$ cat config.mk
export PLATFORM = sky130hd
export DESIGN_NAME = stepper_half_step_rate_sequencer
export DESIGN_NICKNAME = d
export VERILOG_FILES = /design/src/rtl/core/hssq_pkg.sv /design/src/rtl/core/hssq_cfg.sv /design/src/rtl/core/hssq_step.sv /design/src/rtl/core/stepper_half_step_rate_sequencer.sv
export SDC_FILE = /design/constraint.sdc
export NUM_CORES = 1
export LEC_CHECK = 0
export BUFFER_PORTS_ARGS = -buffer_cell sky130_fd_sc_hd__clkbuf_2
export CAP_MARGIN = 30
export CORE_ASPECT_RATIO = 1.1
export CORE_MARGIN = 10
export CORE_UTILIZATION = 65
export DETAILED_ROUTE_END_ITERATION = 8
export HOLD_SLACK_MARGIN = 0.06
export PLACE_DENSITY = 0.86
export SYNTH_ARGS = -nofsm -noshare
export SYNTH_HDL_FRONTEND = slang
export SYNTH_SLANG_ARGS = --single-unit
export TNS_END_PERCENT = 10
$ cat constraint.sdc
create_clock -name clk -period 14.3 [get_ports clk]
set_input_delay 0.715 -clock clk [delete_from_list [all_inputs] [get_ports clk]]
set_output_delay 0.715 -clock clk [all_outputs]
set_load 0.05 [all_outputs]
$ cat src/rtl/core/hssq_pkg.sv
`timescale 1ns / 1ps
// Package with the types, constants and pattern table of the half-step rate sequencer.
package hssq_pkg;

    localparam int WORD_BITS = 16;

    localparam logic signed [WORD_BITS-1:0] WORD_MAX = {1'b0, {(WORD_BITS-1){1'b1}}};
    localparam logic signed [WORD_BITS-1:0] WORD_MIN = {1'b1, {(WORD_BITS-1){1'b0}}};
    localparam logic signed [WORD_BITS-1:0] WORD_ONE = WORD_BITS'(1);

    typedef logic signed [WORD_BITS-1:0] word_t;
    typedef logic [WORD_BITS-1:0] count_t;

    typedef enum logic
    {
        OP_TICK = 1'b0,
        OP_LOAD = 1'b1
    } opcode_t;

    typedef enum logic
    {
        CFG_STEP_PERIOD = 1'b0,
        CFG_CORRECTION_PERIOD = 1'b1
    } cfg_index_t;

    typedef struct packed
    {
        opcode_t opcode;
        word_t correction_amount;
    } cmd_t;

    typedef struct packed
    {
        logic [3:0] coil_pattern;
        word_t correction_left;
    } res_t;

    typedef struct packed
    {
        word_t step_period;
        word_t correction_period;
    } cfg_t;

    typedef struct packed
    {
        count_t main_tick_count;
        count_t corr_tick_count;
        word_t pending_steps;
        word_t correction_remaining;
        logic [2:0] phase_index;
        logic [3:0] coil_hold;
    } state_t;

    function automatic logic [3:0] half_step_pattern(input logic [2:0] idx);
        logic [3:0] pattern;
        unique case (idx)
            3'd0: pattern = 4'h1;
            3'd1: pattern = 4'h3;
            3'd2: pattern = 4'h2;
            3'd3: pattern = 4'h6;
            3'd4: pattern = 4'h4;
            3'd5: pattern = 4'hC;
            3'd6: pattern = 4'h8;
            3'd7: pattern = 4'h9;
            default: pattern = 4'h0;
        endcase
        return pattern;
    endfunction

    // Adds one step up or down, holding at the signed limits.
    function automatic word_t sat_step(input word_t value, input logic down);
        word_t result;
        if (down)
        begin
            result = (value == WORD_MIN) ? value : value - WORD_ONE;
        end
        else
        begin
            result = (value == WORD_MAX) ? value : value + WORD_ONE;
        end
        return result;
    endfunction

    // Magnitude of a signed period; the most negative value gives 2^(WORD_BITS-1).
    function automatic count_t period_mag(input word_t value);
        count_t result;
        if (value[WORD_BITS-1])
        begin
            result = ~count_t'(value) + count_t'(1);
        end
        else
        begin
            result = count_t'(value);
        end
        return result;
    endfunction

endpackage

$ cat src/rtl/core/hssq_cfg.sv
`timescale 1ns / 1ps
// Configuration registers for the step period and the correction period.
module hssq_cfg
    import hssq_pkg::*;
(
    input  logic       clk,
    input  logic       rst_n,
    input  logic       cfg_valid,
    output logic       cfg_ready,
    input  cfg_index_t cfg_index,
    input  word_t      cfg_data,
    output cfg_t       cfg
);

    cfg_t cfg_reg;
    cfg_t cfg_next;

    assign cfg_ready = 1'b1;
    assign cfg = cfg_reg;

    always_comb
    begin
        cfg_next = cfg_reg;
        if (cfg_valid)
        begin
            unique case (cfg_index)
                CFG_STEP_PERIOD: cfg_next.step_period = cfg_data;
                CFG_CORRECTION_PERIOD: cfg_next.correction_period = cfg_data;
                default: cfg_next = cfg_reg;
            endcase
        end
    end

    always_ff @(posedge clk or negedge rst_n)
    begin
        if (!rst_n)
        begin
            cfg_reg <= '0;
        end
        else
        begin
            cfg_reg <= cfg_next;
        end
    end

endmodule

$ cat src/rtl/core/hssq_step.sv
`timescale 1ns / 1ps
// Next-state logic for one request: correction load, or dividers, pending step count, phase and coil pattern.
module hssq_step
    import hssq_pkg::*;
(
    input  state_t st,
    input  cfg_t   cfg,
    input  cmd_t   cmd,
    output state_t st_next,
    output res_t   res
);

    logic main_on;
    logic corr_on;
    logic corr_down;
    count_t main_count;
    count_t corr_count;
    count_t main_mag;
    count_t corr_mag;
    word_t pending;

    assign main_mag = period_mag(cfg.step_period);
    assign corr_mag = period_mag(cfg.correction_period);
    assign main_count = st.main_tick_count + count_t'(1);
    assign corr_count = st.corr_tick_count + count_t'(1);
    assign main_on = (cfg.step_period != '0);
    assign corr_on = (cfg.correction_period != '0) && (st.correction_remaining != '0);
    assign corr_down = st.correction_remaining[WORD_BITS-1];

    always_comb
    begin
        st_next = st;
        pending = st.pending_steps;
        if (cmd.opcode == OP_LOAD)
        begin
            st_next.correction_remaining = cmd.correction_amount;
        end
        else if (main_on || corr_on)
        begin
            if (main_on)
            begin
                if (main_mag <= main_count)
                begin
                    pending = sat_step(pending, cfg.step_period[WORD_BITS-1]);
                    st_next.main_tick_count = '0;
                end
                else
                begin
                    st_next.main_tick_count = main_count;
                end
            end
            if (corr_on)
            begin
                if (corr_mag <= corr_count)
                begin
                    pending = sat_step(pending, corr_down);
                    st_next.correction_remaining = corr_down
                        ? st.correction_remaining + WORD_ONE
                        : st.correction_remaining - WORD_ONE;
                    st_next.corr_tick_count = '0;
                end
                else
                begin
                    st_next.corr_tick_count = corr_count;
                end
            end
            if (pending[WORD_BITS-1])
            begin
                st_next.phase_index = st.phase_index - 3'd1;
                pending = pending + WORD_ONE;
            end
            else if (pending != '0)
            begin
                st_next.phase_index = st.phase_index + 3'd1;
                pending = pending - WORD_ONE;
            end
            st_next.pending_steps = pending;
            st_next.coil_hold = half_step_pattern(st_next.phase_index);
        end
        else
        begin
            st_next.coil_hold = 4'h0;
        end
    end

    assign res.coil_pattern = st_next.coil_hold;
    assign res.correction_left = st_next.correction_remaining;

endmodule

$ cat src/rtl/core/stepper_half_step_rate_sequencer.sv
`timescale 1ns / 1ps
// Top level of the half-step rate sequencer: state registers and result register.
// The sequencer takes one request per clock cycle, as the handshake below allows, and returns
// its result in the next cycle from a result register. A request is accepted whenever the
// result register is empty or its result is being taken in the same cycle, so with a ready
// consumer the throughput is one request per cycle. All work for a request (divider counters,
// saturating pending count, phase update and half-step table lookup) is combinational.
module stepper_half_step_rate_sequencer
    import hssq_pkg::*;
(
    input  logic       clk,
    input  logic       rst_n,
    input  logic       cfg_valid,
    output logic       cfg_ready,
    input  cfg_index_t cfg_index,
    input  word_t      cfg_data,
    input  logic       cmd_valid,
    output logic       cmd_ready,
    input  cmd_t       cmd,
    output logic       res_valid,
    input  logic       res_ready,
    output res_t       res
);

    cfg_t cfg;
    state_t state_reg;
    state_t state_next;
    res_t res_next;
    res_t res_reg;
    logic res_valid_reg;
    logic cmd_fire;

    hssq_cfg u_cfg
    (
        .clk       (clk),
        .rst_n     (rst_n),
        .cfg_valid (cfg_valid),
        .cfg_ready (cfg_ready),
        .cfg_index (cfg_index),
        .cfg_data  (cfg_data),
        .cfg       (cfg)
    );

    hssq_step u_step
    (
        .st      (state_reg),
        .cfg     (cfg),
        .cmd     (cmd),
        .st_next (state_next),
        .res     (res_next)
    );

    assign cmd_ready = !res_valid_reg || res_ready;
    assign cmd_fire = cmd_valid && cmd_ready;
    assign res_valid = res_valid_reg;
    assign res = res_reg;

    always_ff @(posedge clk or negedge rst_n)
    begin
        if (!rst_n)
        begin
            state_reg <= '0;
            res_valid_reg <= 1'b0;
        end
        else
        begin
            if (cmd_fire)
            begin
                state_reg <= state_next;
                res_valid_reg <= 1'b1;
            end
            else if (res_ready)
            begin
                res_valid_reg <= 1'b0;
            end
        end
    end

    always_ff @(posedge clk)
    begin
        if (cmd_fire)
        begin
            res_reg <= res_next;
        end
    end

endmodule
# After elaboration in Yosys (flattened, before gate mapping)
# Memories as Yosys holds them, arrays and structs flattened.
# Index checks and enable logic that the tools add are counted.
# word_totals
out_inout_bits,23
in_bits,39
memories,1
rom_bits,32
ff_bits,124
# mem_list
memory,depth,width,read_ports,rd_clocked_by_memory_dff,wr,line,source
(no name shown),8,4,1,0,0,hssq_pkg.sv:56,unique case (idx)
# op_classes
bitwise_logic,4
add_sub_neg,14
n_lt_le_gt_ge,2
n_mux,33
n_eq_ne,4
reduce_logical,15
# ops
operator,n
16-bit two-way mux,24
16-bit by 1-bit adder with 16-bit output (second input constant),4
16-bit by 2-bit adder with 16-bit output (second input constant),4
16-bit == test (second input constant),4
16-bit nonzero test,4
16-bit by 2-bit subtractor with 16-bit output (second input constant),4
16-bit less-or-equal comparator,2
16-bit inverter,2
19-bit two-way mux,1
3-bit two-way mux,4
4-bit two-way mux,2
4-bit AND reduction,2
2-bit AND reduction,2
3-bit by 1-bit adder with 3-bit output (second input constant),1
3-bit AND reduction,1
3-bit by 1-bit subtractor with 3-bit output (second input constant),1
1-bit logical AND,2
1-bit logical OR,2
1-bit two-way mux,2
1-bit inverter,2
2-bit nonzero test,1
1-bit logical NOT,1

# Longest topological paths before layout
# An unclocked memory read counts as a cell.
# depth
ltp_word,23
depth_mapped,32
mapped_depth_nobuf,30

# Modules after synthesis
# A second synthesis with hierarchy kept.
# unflattened
cells_unflattened,1344
area_unflattened_um2,11915.2
# by_module_without_submodules
mod,seq_area_each_um2,area_per_inst_um2,cells_per_inst,n_inst
hssq_step,0.0,7076.8,1099,1
stepper_half_step_rate_sequencer,2402.3,3574.7,174,1
hssq_cfg,800.8,1263.7,71,1

# Worst setup path before layout
# Ideal clock, no wire load.
# synth_timing
kind,register to register
from,register u_cfg.cfg_reg (netlist bit u_cfg.cfg[31])
to,"register res_reg (netlist bit res[19]), data pin"
setup_slack_ns,6.751
stages_incl_launch_ff,28
t_arrival_ns,7.293
n_path_buf,7
required_time_ns,14.044
setup_ns,0.256
cell_sequence,dfrtp_1 clkbuf_1 clkbuf_1 buf_1 clkbuf_1 buf_1 o41ai_1 xnor2_1 ha_1 nand4_1 or4_1 clkbuf_1 clkbuf_1 a211oi_1 xnor2_1 inv_1 ha_1 nor4b_1 o32ai_1 nor4_1 and3_1 o211ai_1 a22oi_1 ha_1 nand4_2 a2111oi_0 o311ai_2 a22o_1
# synth_lines
element,line,source
from (decl),hssq_cfg.sv:15,cfg_t cfg_reg;
from (signal assigned),hssq_cfg.sv:42,cfg_reg <= cfg_next;
to (signal assigned),stepper_half_step_rate_sequencer.sv:83,res_reg <= res_next;
to (decl),stepper_half_step_rate_sequencer.sv:29,res_t res_reg;

==> out/metrics.csv <==
metric,value,unit
period utilization,61.4,%
list of cells traversed by the critical path,"nor4_1, or4b_1, o41ai_1, xnor2_1, ha_1, nand4_1, or4_1, a211oi_1, xnor2_1, inv_1, ha_1, nor4b_1, o32ai_1, nor4_1, and3_1, o22ai_1, xor2_1, nand4_2, a2111oi_0, o311ai_2, a22o_1",
r2r setup slk,5.52,ns
Via-to-Cell Ratio,6.74,
H-tree levels,4,
most frequent cells in the layout,"176 x nand2_1, 104 x dfrtp_1, 87 x nor2_1",
count of different cell masters after synthesis,98,
endpoint kind of the worst setup timing path,flip-flop,
RSZ-0062 raised after global routing,no,
vertical extent of the die,156,µm
number of instances in the synthesized netlist,1304,
postcts setup bufs,0,
estimated wirelength of the detail-placed design,21600,µm
width of the die,144,µm
count of routing violations after the opening detailed-route iteration,1012,
largest net degree at the start of global routing,56,
post-layout instance count excluding filler cells,1538,
synthesis-to-layout area growth,8.75,%
number of buffers inserted by hold repair at cts,0,
Worst-Margin Slew,0.968,ns
CTS tree,done,
worst clock skew on the final layout,0.00859,ns
detail-routed net length per standard cell,20.0,µm
global route overflow,0,
critical path data arrival time,8.98,ns
share of layout cells above drive strength 1,13.3,%
Yosys warnings,0,
number of detailed-route iterations in the first pass,6,
final setup TNS,0,ns
TritonCTS sink count,124,
netlist area before placement,10900,µm²
status,"finished, final reports clean",
Max VDD drop,0.190,mV
syn nets,1404,
min cycle time layout,8.78,ns
Post-synth top flop,dfrtp_1,
kind of start point of the critical path,flip-flop,
nets,1421,
Setup Viol. Count Final,0,
required time reported for the critical path endpoint,14.50,ns
static leakage,4.74,nW
Num CTS Buffers,17,
CP Class,flip-flop to flip-flop,
"FF+latch count, synth",124,
Worst slew margin,35.5,%
total length of routed wires,30700,µm
number of flip-flops in the largest register,71,
total number of vias,10400,
R2R Path Start,u_cfg.cfg[21]$_DFFE_PN0P_,
Antenna Diode Count,0,
sequential share of the synthesized area,29.3,%
share of flip-flops with an asynchronous set or reset after synthesis,83.9,%
maximum fanout along the worst path,18,
wire length of the first global-routing pass,49800,µm
Final Slew Violations,0,
clock-pin slew reported for the worst setup and hold paths after clock tree synthesis,0.06,ns
initial antenna violation count,0,
CTS Root Buffer Type,clkbuf_16,
Row Count,49,
fmax,0.114,GHz
Port Buffer Count,60,
vias in the first global route,10100,
area of the die,22400,µm²
"EDFF count, synth",20,
worst-path cell with the longest stage delay,or4_1,
total global-route track usage,27.2,%
core box area,16400,µm²
min-delay worst type,input pin to asynchronous set/reset pin,
power density cells,208,nW/µm²
"most common cell after layout, fill and taps aside",nand2_1,
Routed Antenna Nets,0,
max capacitance violation total,0,
Filler Cell Count,1224,
maximum buffer depth of the clock tree,2,
final-report hold violation count,0,
Reg2Reg Capture Point,res[19]$_DFFE_PP_,
I/O pins,62,
Max stage delay on crit path,0.87,ns
dpl cells,1506,
Starting Density,66.6,%
final weighted congestion in routability-driven placement,0.982,
Reg2Reg Depth,21,
average size of a mapped cell,8.39,µm²
Skew-Pair Late Insertion Delay,0.44,ns
detailed-route DRC error count,0,
total of cells resized after clock tree synthesis,0,
overall power,2.47,mW
[cell families after synthesis]
| family | Yosys count | synth area share [%] |
|---|---|---|
| DFF | 124 | 29.3 |
| xor gates and xnor gates | 102 | 8.24 |
| adders and majority gates | 61 | 7.05 |
| muxes | 51 | 5.11 |
| and+or+nand+nor | 529 | 25.3 |
| other | 1 | 0.0343 |
| AOI/OAI and AO/OA | 320 | 20.8 |
| buffers and inverters | 116 | 4.24 |
[Yosys cell counts, types with 8 or more instances]
cell | instances | area share (%)
ha_1 | 60 | 6.9
nand4_1 | 23 | 1.3
or3_1 | 10 | 0.57
buf_2 | 11 | 0.50
xor2_1 | 24 | 1.9
o21ai_1 | 8 | 0.37
nor2b_1 | 9 | 0.51
nor4_1 | 23 | 1.3
xnor2_1 | 77 | 6.2
a211oi_1 | 15 | 1.0
a21oi_1 | 53 | 2.4
nand3_1 | 39 | 1.8
nor4b_1 | 10 | 0.80
o21bai_1 | 10 | 0.69
nand2_1 | 176 | 6.0
mux2i_1 | 12 | 1.1
and3_1 | 27 | 1.5
o31ai_1 | 41 | 2.8
o21ai_0 | 61 | 2.8
nor3_1 | 34 | 1.6
and2_1 | 11 | 0.63
o211ai_1 | 11 | 0.75
or4_1 | 10 | 0.69
dfrtp_1 | 104 | 24
inv_1 | 40 | 1.4
a31oi_1 | 19 | 1.1
a21o_1 | 12 | 0.82
nor2_1 | 87 | 3.0
nand2b_1 | 15 | 0.86
mux2_2 | 38 | 3.9
nand4b_1 | 9 | 0.72
clkbuf_1 | 54 | 1.9
edfxtp_1 | 20 | 5.5
[routing by layer]
metal | GRT usage (%) | share of wire [%] | vias to the layer above
li1 | - | - | 4905
met1 | 33.2 | 40 | 4907
met2 | 45.9 | 49 | 475
met3 | 5.54 | 7.7 | 81
met4 | 10.6 | 2.9 | 0
met5 | 0 | 0 | -
[where the power goes]
group	switching (mW)	total, mW	internal (mW)
registers	0.170	0.625	0.454
clock network	0.179	0.455	0.276
logic	0.872	1.39	0.518
total	1.22	2.47	1.25
[through the flow]
step	setup slack, ns	hold slack, ns	util (%)	cell area, µm²
2_1_floorplan	6.75	0.419	-	10900
3_3_place_gp	6.06	0.462	68.6	11300
3_5_place_dp	5.71	0.467	68.7	11300
4_1_cts	5.64	0.311	72.4	11900
5_1_grt	4.90	0.341	72.4	11900
6_report	5.52	0.287	72.4	11900
[worst max-delay path: cells and delay by family (launching register included)]
family | cells | cell delay, ns
buffers and inverters | 1 | 0.16
flip-flops | 1 | 0.43
AO/OA/AOI/OAI | 7 | 2.37
adder cells (fa/ha/maj) | 2 | 0.50
AND/OR/NAND/NOR | 8 | 4.02
XOR/XNOR | 3 | 1.04
[worst max path at each step]
stage / start / endpoint / slack, ns / depth (start not counted)
6_report: u_cfg.cfg[21]$_DFFE_PN0P_ / res[19]$_DFFE_PP_ / 5.52 / 21
3_5_place_dp: u_cfg.cfg[21]$_DFFE_PN0P_ / res[19]$_DFFE_PP_ / 5.71 / 21
4_1_cts: u_cfg.cfg[21]$_DFFE_PN0P_ / res[19]$_DFFE_PP_ / 5.64 / 21
3_3_place_gp: u_cfg.cfg[21]$_DFFE_PN0P_ / res[19]$_DFFE_PP_ / 6.06 / 20
2_1_floorplan: u_cfg.cfg[31]$_DFFE_PN0P_ / res[19]$_DFFE_PP_ / 6.75 / 27
5_1_grt: u_cfg.cfg[21]$_DFFE_PN0P_ / res[19]$_DFFE_PP_ / 4.90 / 22
[area by class of cell]
type                    instances  area (µm²)  area share (%)
multi-input cells            1064        7280            61.2
inverters                      41         154            1.29
flip-flops and latches        124        3200            26.9
clock buffers                  17         425            3.58
well taps                     204         255            2.15
repair buffers                 73         395            3.32
clock inverters                15         186            1.57
(Power assumes the default switching activity.)
